**config.mk**
```make
export PLATFORM = sky130hd
export DESIGN_NAME = bmsi_core
export DESIGN_NICKNAME = d
export VERILOG_FILES = /design/src/design/bmsi_pkg.sv /design/src/design/bmsi_core.sv
export SDC_FILE = /design/constraint.sdc
export NUM_CORES = 1
export LEC_CHECK = 0
export BUFFER_PORTS_ARGS = -buffer_cell sky130_fd_sc_hd__buf_2
export CAP_MARGIN = 25
export CORE_MARGIN = 2
export CORE_UTILIZATION = 45
export CTS_CLUSTER_SIZE = 20
export DETAILED_ROUTE_END_ITERATION = 10
export PLACE_DENSITY = 0.65
export SYNTH_ARGS = -nofsm -noshare
export SYNTH_HDL_FRONTEND = slang
export SYNTH_SLANG_ARGS = --single-unit
```
**constraint.sdc**
```tcl
create_clock -name clk -period 2.5 [get_ports clk]
set_input_delay 0.375 -clock clk [delete_from_list [all_inputs] [get_ports clk]]
set_output_delay 0.375 -clock clk [all_outputs]
set_load 0.005 [all_outputs]
```
**src/design/bmsi_pkg.sv**
```systemverilog
`default_nettype none

package bmsi_pkg;

	// work ram geometry
	localparam int unsigned WORK_RAM_BYTES = 1024;
	localparam int unsigned RAM_AW = $clog2(WORK_RAM_BYTES);

	// a12 filter length in ppu cycles
	localparam logic [3:0] A12_FILTER_CYCLES = 4'd8;

	// fixed prg banks
	localparam logic [5:0] PRG_FIXED_LO = 6'h3E;
	localparam logic [5:0] PRG_FIXED_HI = 6'h3F;

	// ram enable reset values per variant
	localparam logic [3:0] RAM_EN_BASE = 4'h8;
	localparam logic [3:0] RAM_EN_VARIANT = 4'h0;

	// configuration register indexes
	localparam logic [1:0] CFG_CHIP_VARIANT = 2'd0;
	localparam logic [1:0] CFG_FOUR_SCREEN = 2'd1;
	localparam logic [1:0] CFG_CHR_IS_RAM = 2'd2;

	// mirroring codes
	localparam logic [1:0] MIRROR_FOUR_SCREEN = 2'd2;

	typedef enum logic [1:0] {
		OP_CPU_WRITE = 2'd0,
		OP_CPU_READ  = 2'd1,
		OP_PPU_CYCLE = 2'd2,
		OP_IDLE      = 2'd3
	} op_t;

	// register select: cpu_addr bits 14:13 and 0
	typedef enum logic [2:0] {
		SEL_BANK_CMD   = 3'b000,
		SEL_BANK_DATA  = 3'b001,
		SEL_MIRROR     = 3'b010,
		SEL_RAM_PROT   = 3'b011,
		SEL_IRQ_LATCH  = 3'b100,
		SEL_IRQ_RELOAD = 3'b101,
		SEL_IRQ_OFF    = 3'b110,
		SEL_IRQ_ON     = 3'b111
	} reg_sel_t;

	typedef struct packed {
		op_t         op;
		logic [15:0] cpu_addr;
		logic [7:0]  write_data;
		logic [13:0] ppu_addr;
	} evt_t;

	typedef struct packed {
		logic        irq_line;
		logic [7:0]  read_data;
		logic [5:0]  prg_bank;
		logic [7:0]  chr_bank;
		logic [1:0]  mirror_mode;
	} res_t;

	// mapper outputs without the ram read byte
	typedef struct packed {
		logic        irq_line;
		logic [5:0]  prg_bank;
		logic [7:0]  chr_bank;
		logic [1:0]  mirror_mode;
	} map_t;

	// work ram access request from the core
	typedef struct packed {
		logic              wr;
		logic              rd;
		logic [RAM_AW-1:0] addr;
		logic [7:0]        wdata;
	} ram_req_t;

endpackage

`default_nettype wire

```
**src/design/bmsi_core.sv**
```systemverilog
`default_nettype none

module bmsi_core (
	input  wire logic                clk,
	input  wire logic                arst_n,
	input  wire logic                step,
	input  wire bmsi_pkg::evt_t      evt,
	input  wire logic                cfg_we,
	input  wire logic [1:0]          cfg_index,
	input  wire logic                cfg_data,
	output bmsi_pkg::map_t           map,
	output bmsi_pkg::ram_req_t       ram_req
);

	// configuration
	logic chip_variant_q, four_screen_q, chr_is_ram_q;

	// mapper state
	logic [7:0] cmd_q, cmd_n;
	logic [7:0] chr_q [8];
	logic [7:0] chr_n [8];
	logic [5:0] prg0_q, prg0_n, prg1_q, prg1_n;
	logic       mirror_q, mirror_n;
	logic [3:0] ram_en_q, ram_en_n;
	logic [7:0] latch_q, latch_n, count_q, count_n;
	logic       irq_on_q, irq_on_n, reload_q, reload_n;
	logic [3:0] wait_q, wait_n;
	logic       irq_q, irq_n;

	// next state for one event
	always_comb begin
		logic [3:0]          wait_dec;
		logic                a12;
		logic                in_lo, in_hi;
		bmsi_pkg::reg_sel_t  sel;

		cmd_n    = cmd_q;
		chr_n    = chr_q;
		prg0_n   = prg0_q;
		prg1_n   = prg1_q;
		mirror_n = mirror_q;
		ram_en_n = ram_en_q;
		latch_n  = latch_q;
		count_n  = count_q;
		irq_on_n = irq_on_q;
		reload_n = reload_q;
		wait_n   = wait_q;
		irq_n    = irq_q;

		ram_req.wr    = 1'b0;
		ram_req.rd    = 1'b0;
		ram_req.addr  = evt.cpu_addr[bmsi_pkg::RAM_AW-1:0];
		ram_req.wdata = evt.write_data;

		a12      = evt.ppu_addr[12];
		wait_dec = (wait_q != 4'd0) ? wait_q - 4'd1 : 4'd0;
		in_lo    = (evt.cpu_addr[15:9] == 7'b0111000);
		in_hi    = (evt.cpu_addr[15:9] == 7'b0111001);
		sel      = bmsi_pkg::reg_sel_t'({evt.cpu_addr[14:13], evt.cpu_addr[0]});

		if (step) begin
			case (evt.op)
				bmsi_pkg::OP_CPU_WRITE: begin
					if (evt.cpu_addr[15]) begin
						case (sel)
							bmsi_pkg::SEL_BANK_CMD: begin
								cmd_n = evt.write_data;
								if (!evt.write_data[5]) begin
									ram_en_n = 4'h0;
								end
							end
							bmsi_pkg::SEL_BANK_DATA: begin
								case (cmd_q[2:0])
									3'd0: begin
										chr_n[0] = {evt.write_data[7:1], 1'b0};
										chr_n[1] = {evt.write_data[7:1], 1'b1};
									end
									3'd1: begin
										chr_n[2] = {evt.write_data[7:1], 1'b0};
										chr_n[3] = {evt.write_data[7:1], 1'b1};
									end
									3'd2: chr_n[4] = evt.write_data;
									3'd3: chr_n[5] = evt.write_data;
									3'd4: chr_n[6] = evt.write_data;
									3'd5: chr_n[7] = evt.write_data;
									3'd6: prg0_n = evt.write_data[5:0];
									default: prg1_n = evt.write_data[5:0];
								endcase
							end
							bmsi_pkg::SEL_MIRROR: mirror_n = ~evt.write_data[0];
							bmsi_pkg::SEL_RAM_PROT: begin
								if (chip_variant_q) begin
									if (cmd_q[5]) begin
										ram_en_n = evt.write_data[7:4];
									end
								end else begin
									ram_en_n = {evt.write_data[7:6], 2'b00};
								end
							end
							bmsi_pkg::SEL_IRQ_LATCH: latch_n = evt.write_data;
							bmsi_pkg::SEL_IRQ_RELOAD: begin
								count_n  = 8'd0;
								reload_n = 1'b1;
							end
							bmsi_pkg::SEL_IRQ_OFF: begin
								irq_on_n = 1'b0;
								irq_n    = 1'b0;
							end
							default: irq_on_n = 1'b1;
						endcase
					end else if (chip_variant_q && cmd_q[5]) begin
						ram_req.wr = (in_lo && ram_en_q[0]) || (in_hi && ram_en_q[2]);
					end
				end
				bmsi_pkg::OP_CPU_READ: begin
					ram_req.rd = chip_variant_q && cmd_q[5] &&
						((in_lo && ram_en_q[1]) || (in_hi && ram_en_q[3]));
				end
				bmsi_pkg::OP_PPU_CYCLE: begin
					// filtered a12 rise clocks the scanline counter
					if (wait_dec == 4'd0 && a12) begin
						if (count_q == 8'd0 || reload_q) begin
							count_n = latch_q;
						end else begin
							count_n = count_q - 8'd1;
						end
						if ((count_q != 8'd0 || reload_q) && count_n == 8'd0 && irq_on_q) begin
							irq_n = 1'b1;
						end
						reload_n = 1'b0;
					end
					wait_n = a12 ? bmsi_pkg::A12_FILTER_CYCLES : wait_dec;
				end
				default: begin
				end
			endcase
		end

		// variant select reloads the ram enables
		if (cfg_we && cfg_index == bmsi_pkg::CFG_CHIP_VARIANT) begin
			ram_en_n = cfg_data ? bmsi_pkg::RAM_EN_VARIANT : bmsi_pkg::RAM_EN_BASE;
		end
	end

	// state registers
	always_ff @(posedge clk or negedge arst_n) begin
		if (!arst_n) begin
			chip_variant_q <= 1'b0;
			four_screen_q  <= 1'b0;
			chr_is_ram_q   <= 1'b0;
			cmd_q          <= 8'd0;
			for (int i = 0; i < 8; i++) begin
				chr_q[i] <= 8'(i);
			end
			prg0_q   <= 6'h3C;
			prg1_q   <= 6'h3D;
			mirror_q <= 1'b0;
			ram_en_q <= bmsi_pkg::RAM_EN_BASE;
			latch_q  <= 8'd0;
			count_q  <= 8'd0;
			irq_on_q <= 1'b0;
			reload_q <= 1'b0;
			wait_q   <= 4'd0;
			irq_q    <= 1'b0;
		end else begin
			if (cfg_we) begin
				case (cfg_index)
					bmsi_pkg::CFG_CHIP_VARIANT: chip_variant_q <= cfg_data;
					bmsi_pkg::CFG_FOUR_SCREEN: four_screen_q <= cfg_data;
					bmsi_pkg::CFG_CHR_IS_RAM: chr_is_ram_q <= cfg_data;
					default: begin
					end
				endcase
			end
			cmd_q    <= cmd_n;
			chr_q    <= chr_n;
			prg0_q   <= prg0_n;
			prg1_q   <= prg1_n;
			mirror_q <= mirror_n;
			ram_en_q <= ram_en_n;
			latch_q  <= latch_n;
			count_q  <= count_n;
			irq_on_q <= irq_on_n;
			reload_q <= reload_n;
			wait_q   <= wait_n;
			irq_q    <= irq_n;
		end
	end

	// bank lookup on the updated state
	always_comb begin
		logic [1:0] pslot;
		logic [2:0] cslot;
		logic [7:0] cbank;

		pslot = evt.cpu_addr[14:13];
		if (!pslot[0]) begin
			pslot[1] = pslot[1] ^ cmd_n[6];
		end
		case (pslot)
			2'd0: map.prg_bank = prg0_n;
			2'd1: map.prg_bank = prg1_n;
			2'd2: map.prg_bank = bmsi_pkg::PRG_FIXED_LO;
			default: map.prg_bank = bmsi_pkg::PRG_FIXED_HI;
		endcase

		cslot = evt.ppu_addr[12:10] ^ {cmd_n[7], 2'b00};
		cbank = chr_n[cslot];
		map.chr_bank = chr_is_ram_q ? {5'd0, cbank[2:0]} : cbank;

		map.mirror_mode = four_screen_q ? bmsi_pkg::MIRROR_FOUR_SCREEN : {1'b0, ~mirror_n};
		map.irq_line    = irq_n;
	end

endmodule

`default_nettype wire

```
==> flow_summary.html <==
<table>
<tr><th>Metric</th><th>Value</th></tr>
<tr><th colspan="2">Clocking</th></tr>
<tr><td>Clock sink total</td><td>113</td></tr>
<tr><td>Clock Tree Buf Depth</td><td>2</td></tr>
<tr><td>Clock network latency to the later pin of the worst-skew pair</td><td>0.41 ns</td></tr>
<tr><td>H-tree levels</td><td>4</td></tr>
<tr><td>CTS tree</td><td>done</td></tr>
<tr><td>Clock Tree Root</td><td>clkbuf_16</td></tr>
<tr><td>CTS Buf Count</td><td>17</td></tr>
<tr><td>Clk pin slew, worst setup/hold paths</td><td>0.05 ns</td></tr>
<tr><th colspan="2">Placement</th></tr>
<tr><td>Worst slack at placement</td><td>-0.2475 ns</td></tr>
<tr><td>Cell count after placement</td><td>900</td></tr>
<tr><td>PortBufs</td><td>56</td></tr>
<tr><td>Post-detail-place hpwl</td><td>12,170 um</td></tr>
<tr><td>Routability-driven placement congestion ratio</td><td>0.9508</td></tr>
<tr><th colspan="2">Critical path</th></tr>
<tr><td>Sum of buffers and inverters on the critical path</td><td>2</td></tr>
<tr><td>Sequence of cells on the critical path</td><td>or4b_4, buf_6, or4_1, o31a_1, a32oi_1, o22ai_1, buf_2</td></tr>
<tr><td>Master of the slowest instance on the critical path</td><td>or4b_4</td></tr>
<tr><td>Worst path max stage delay</td><td>0.54 ns</td></tr>
<tr><td>Crit start category</td><td>flop</td></tr>
<tr><td>Worst Path Max Fanout</td><td>4</td></tr>
<tr><td>Category of cells accounting for the largest share of critical-path delay</td><td>simple AND/OR/NAND/NOR gates</td></tr>
<tr><td>Worst Path Required</td><td>2.12 ns</td></tr>
<tr><td>Crit path kind</td><td>reg -&gt; out</td></tr>
<tr><td>Worst Path Arrival</td><td>2.60 ns</td></tr>
<tr><td>Critical Path Sink Type</td><td>output pin</td></tr>
<tr><th colspan="2">Synth</th></tr>
<tr><td>Count of cell types in the netlist</td><td>72</td></tr>
<tr><td>Primary flip-flop cell chosen by synthesis mapping</td><td>dfrtp_1</td></tr>
<tr><td>Fraction of registers with async set or reset after synthesis</td><td>100.0%</td></tr>
<tr><td>Mean instance size in the synthesized netlist</td><td>9.789 um^2</td></tr>
<tr><td>Mapped Nets</td><td>685</td></tr>
<tr><td>Synth Warn #</td><td>0</td></tr>
<tr><td>Number of enable flip-flop cells after synthesis</td><td>0</td></tr>
<tr><td>Synthesized area</td><td>6226 um^2</td></tr>
<tr><td>Register area share after synthesis</td><td>45.86%</td></tr>
<tr><td>Synthesized instance count</td><td>636</td></tr>
<tr><td>Flop and latch count out of synthesis</td><td>113</td></tr>
<tr><th colspan="2">Hold path</th></tr>
<tr><td>Classification of the worst-slack hold path</td><td>in -&gt; reg</td></tr>
<tr><th colspan="2">Timing</th></tr>
<tr><td>Worst slew pin tran</td><td>0.5833 ns</td></tr>
<tr><td>Final sum of negative setup slack</td><td>-4.103 ns</td></tr>
<tr><td>Normalized max-slew margin</td><td>60.85%</td></tr>
<tr><td>Final setup violation count</td><td>14</td></tr>
<tr><td>RSZ-0062 raised after global routing</td><td>yes</td></tr>
<tr><td>Worst clock skew on the final layout</td><td>0.005596 ns</td></tr>
<tr><td>Final Hold Vio Count</td><td>0</td></tr>
<tr><td>Clock period minus final worst setup slack</td><td>2.970 ns</td></tr>
<tr><td>FMAX</td><td>336.7 MHz</td></tr>
<tr><td>Final count of pins violating max slew</td><td>0</td></tr>
<tr><td>Final critical-path share of the clock period</td><td>118.8%</td></tr>
<tr><td>Post-layout worst setup margin</td><td>-0.4702 ns</td></tr>
<tr><th colspan="2">Run status</th></tr>
<tr><td>Run status</td><td>complete, but fails checks</td></tr>
<tr><td>Violated checks</td><td>negative setup slack</td></tr>
<tr><th colspan="2">Final layout</th></tr>
<tr><td>Count of nets after finishing</td><td>811</td></tr>
<tr><td>FF/Latch Area</td><td>2863 um^2</td></tr>
<tr><td>Post-synthesis to final-layout area growth</td><td>32.09%</td></tr>
<tr><td>Share of final-layout standard cells stronger than drive strength 1</td><td>43.23%</td></tr>
<tr><td>Highest-count cells in the layout ignoring fill and taps</td><td>buf_4 (99), nand2_1 (94), dfrtp_1 (85)</td></tr>
<tr><td>Leading cell type in the layout, fill and taps excluded</td><td>buf_4</td></tr>
<tr><td>Area of the multi-input gates</td><td>3318 um^2</td></tr>
<tr><td># fillers</td><td>1,128</td></tr>
<tr><td>Antenna cell count</td><td>0</td></tr>
<tr><td>Final cell count without fillers</td><td>951</td></tr>
<tr><th colspan="2">Floorplanning</th></tr>
<tr><td>Site row count</td><td>42</td></tr>
<tr><td>Chip width</td><td>121.6 um</td></tr>
<tr><td>Number of top-level pins</td><td>84</td></tr>
<tr><td>Die Height</td><td>121.6 um</td></tr>
<tr><td>Core ar.</td><td>13,400 um^2</td></tr>
<tr><td>Total die area</td><td>14,790 um^2</td></tr>
<tr><td>Initial Util</td><td>46.46%</td></tr>
<tr><th colspan="2">Routing</th></tr>
<tr><td>DRC violation count after routing</td><td>0</td></tr>
<tr><td>WL/cell</td><td>18.55 um</td></tr>
<tr><td>First-pass iteration count of the detailed router</td><td>5</td></tr>
<tr><td>Final Routed Wirelength</td><td>17,650 um</td></tr>
<tr><td>Initial drt markers</td><td>389</td></tr>
<tr><td>Remaining number of nets flagged by the antenna check after routing</td><td>0</td></tr>
<tr><td>Total via count after detailed routing</td><td>5,482</td></tr>
<tr><td>Via density per instance</td><td>5.764</td></tr>
<tr><th colspan="2">Global routing</th></tr>
<tr><td>Pin count of the biggest net entering global routing</td><td>62</td></tr>
<tr><td>Number of global-route vias before repair</td><td>5,370</td></tr>
<tr><td>Total global-route track usage</td><td>24.43%</td></tr>
<tr><td>Antenna violations before repair</td><td>0</td></tr>
<tr><td>Wire length of the first global-routing pass</td><td>27,630 um</td></tr>
<tr><td>Leftover overflow at the end of global routing</td><td>0</td></tr>
<tr><th colspan="2">Power and ir drop</th></tr>
<tr><td>Overall Power</td><td>6.732 mW</td></tr>
<tr><td>Total power density per cell area</td><td>818.5 nW/um^2</td></tr>
<tr><td>Max IR drop VDD</td><td>616.1 uV</td></tr>
<tr><td>Leak Pwr</td><td>3.938 nW</td></tr>
<tr><th colspan="2">Run</th></tr>
<tr><td>Number of violations of the max-capacitance limit</td><td>0</td></tr>
</table>
-- metrics by stage --
| step | instance area, um^2 | util [%] | hold slack (ns) |
|---|---|---|---|
| global route | 8224 | 61.37 | 0.2400 |
| global placement | 7134 | 53.24 | 0.2220 |
| CTS | 7970 | 59.48 | 0.2348 |
| finish | 8224 | 61.37 | 0.2512 |
| detailed placement | 7134 | 53.24 | 0.2241 |
| floorplan | 6226 | - | 0.07941 |
-- timing repair --
action / in CTS / in global routing
pin swaps: 9 / 14
setup endpoints to repair: 15 / 15
resized for setup: 41 / 47
hold buffers: 1 / 0
setup buffers: 9 / 10
hold endpoints to repair: 8 / 0
-- metal layers --
metal  share of wire [%]  track usage [%]  vias to the layer above  wire length (um)
met4                 3.6            11.35                        0               630
met3                 5.5            5.852                       49               965
met1                  43            31.78                     2673              7665
li1                    -                -                     2540                 -
met5                   0                0                        -                 0
met2                  48            38.66                      220              8384
-- cell type report --
type                            instances  share of cell area [%]
Clock inverter                         10                   1.339
Tap cell                              176                   2.678
Clock buffer                           22                   5.644
Timing Repair Buffer                  165                   14.09
Inverter                               24                   1.095
Multi-Input combinational cell        441                   40.35
Sequential cell                       113                   34.81
-- where the power goes --
| part | switching, mW | internal, mW |
|---|---|---|
| Sequential | 0.232 | 2.02 |
| Combinational | 1.12 | 1.02 |
| Clock | 0.834 | 1.51 |
| Total | 2.18 | 4.55 |
-- worst reg2reg max path: cells and delay by family (launching register included) --
family	cells	cell delay, ns
buffers and inverters	8	1.11
flip-flops	1	0.41
AND/OR/NAND/NOR	3	0.39
AO/OA/AOI/OAI	1	0.07
-- cell families (layout without fill, tap and decap cells) --
| logic type | Yosys count | after routing | share of synthesized area [%] |
|---|---|---|---|
| flip-flops | 113 | 113 | 45.86 |
| AND/OR/NAND/NOR | 223 | 223 | 18.63 |
| adder cells (fa/ha/maj) | 2 | 2 | 0.4019 |
| buffers and inverters | 82 | 221 | 6.190 |
| multiplexers | 86 | 86 | 14.87 |
| XOR/XNOR | 4 | 4 | 0.5626 |
| AO/OA/AOI/OAI | 126 | 126 | 13.48 |
-- final timing paths --
| check | from | to | slack, ns | depth (start not counted) |
|---|---|---|---|---|
| worst max-delay path | cmd_q[1] | map[3] | -0.47 | 7 |
| worst min-delay path | evt[15] | chr_q[33] | 0.25 | 3 |
| worst max register to register | cmd_q[1] | chr_q[43] | 0.38 | 12 |
| worst min register to register | chr_q[41] | chr_q[41] | 0.45 | 2 |
| max in group asynchronous | arst_n | count_q[6] | 1.36 | 3 |
| min in group asynchronous | arst_n | mirror_q | 0.34 | 2 |
-- state kept, by name, summed over array words and instances, names as in the netlist, 4 cells and up --
| name | cells |
|---|---|
| chr_q | 64 |
| cmd_q | 6 |
| count_q | 8 |
| latch_q | 8 |
| prg0_q | 6 |
| prg1_q | 6 |
| ram_en_q | 4 |
| wait_q | 4 |
-- synthesized netlist by cell type (3+ instances only) --
cell type,count,area (um^2)
mux2_2,52,585.6
or3_1,4,25.02
mux2i_1,34,340.3
o22ai_1,7,43.79
xor2_1,4,35.03
inv_1,22,82.58
nor2_1,23,86.33
o41ai_1,4,35.03
nand3b_1,3,22.52
buf_4,20,150.1
dfstp_2,22,578.1
a21oi_1,21,105.1
and3_1,6,37.54
nor3_1,22,110.1
a21o_1,3,22.52
nor3b_1,3,22.52
nand2b_1,8,50.05
a31oi_1,5,31.28
nand3_1,5,25.02
nor2b_1,9,56.30
nor4_1,8,50.05
nand2_1,99,371.6
dfrtp_1,91,2277
clkbuf_1,32,120.1
nand4_1,11,68.82
buf_1,4,15.01
nand4b_1,3,26.28
o21ai_0,39,195.2
o32a_1,8,80.08
a221oi_1,3,26.28
(Power assumes the default switching activity.)
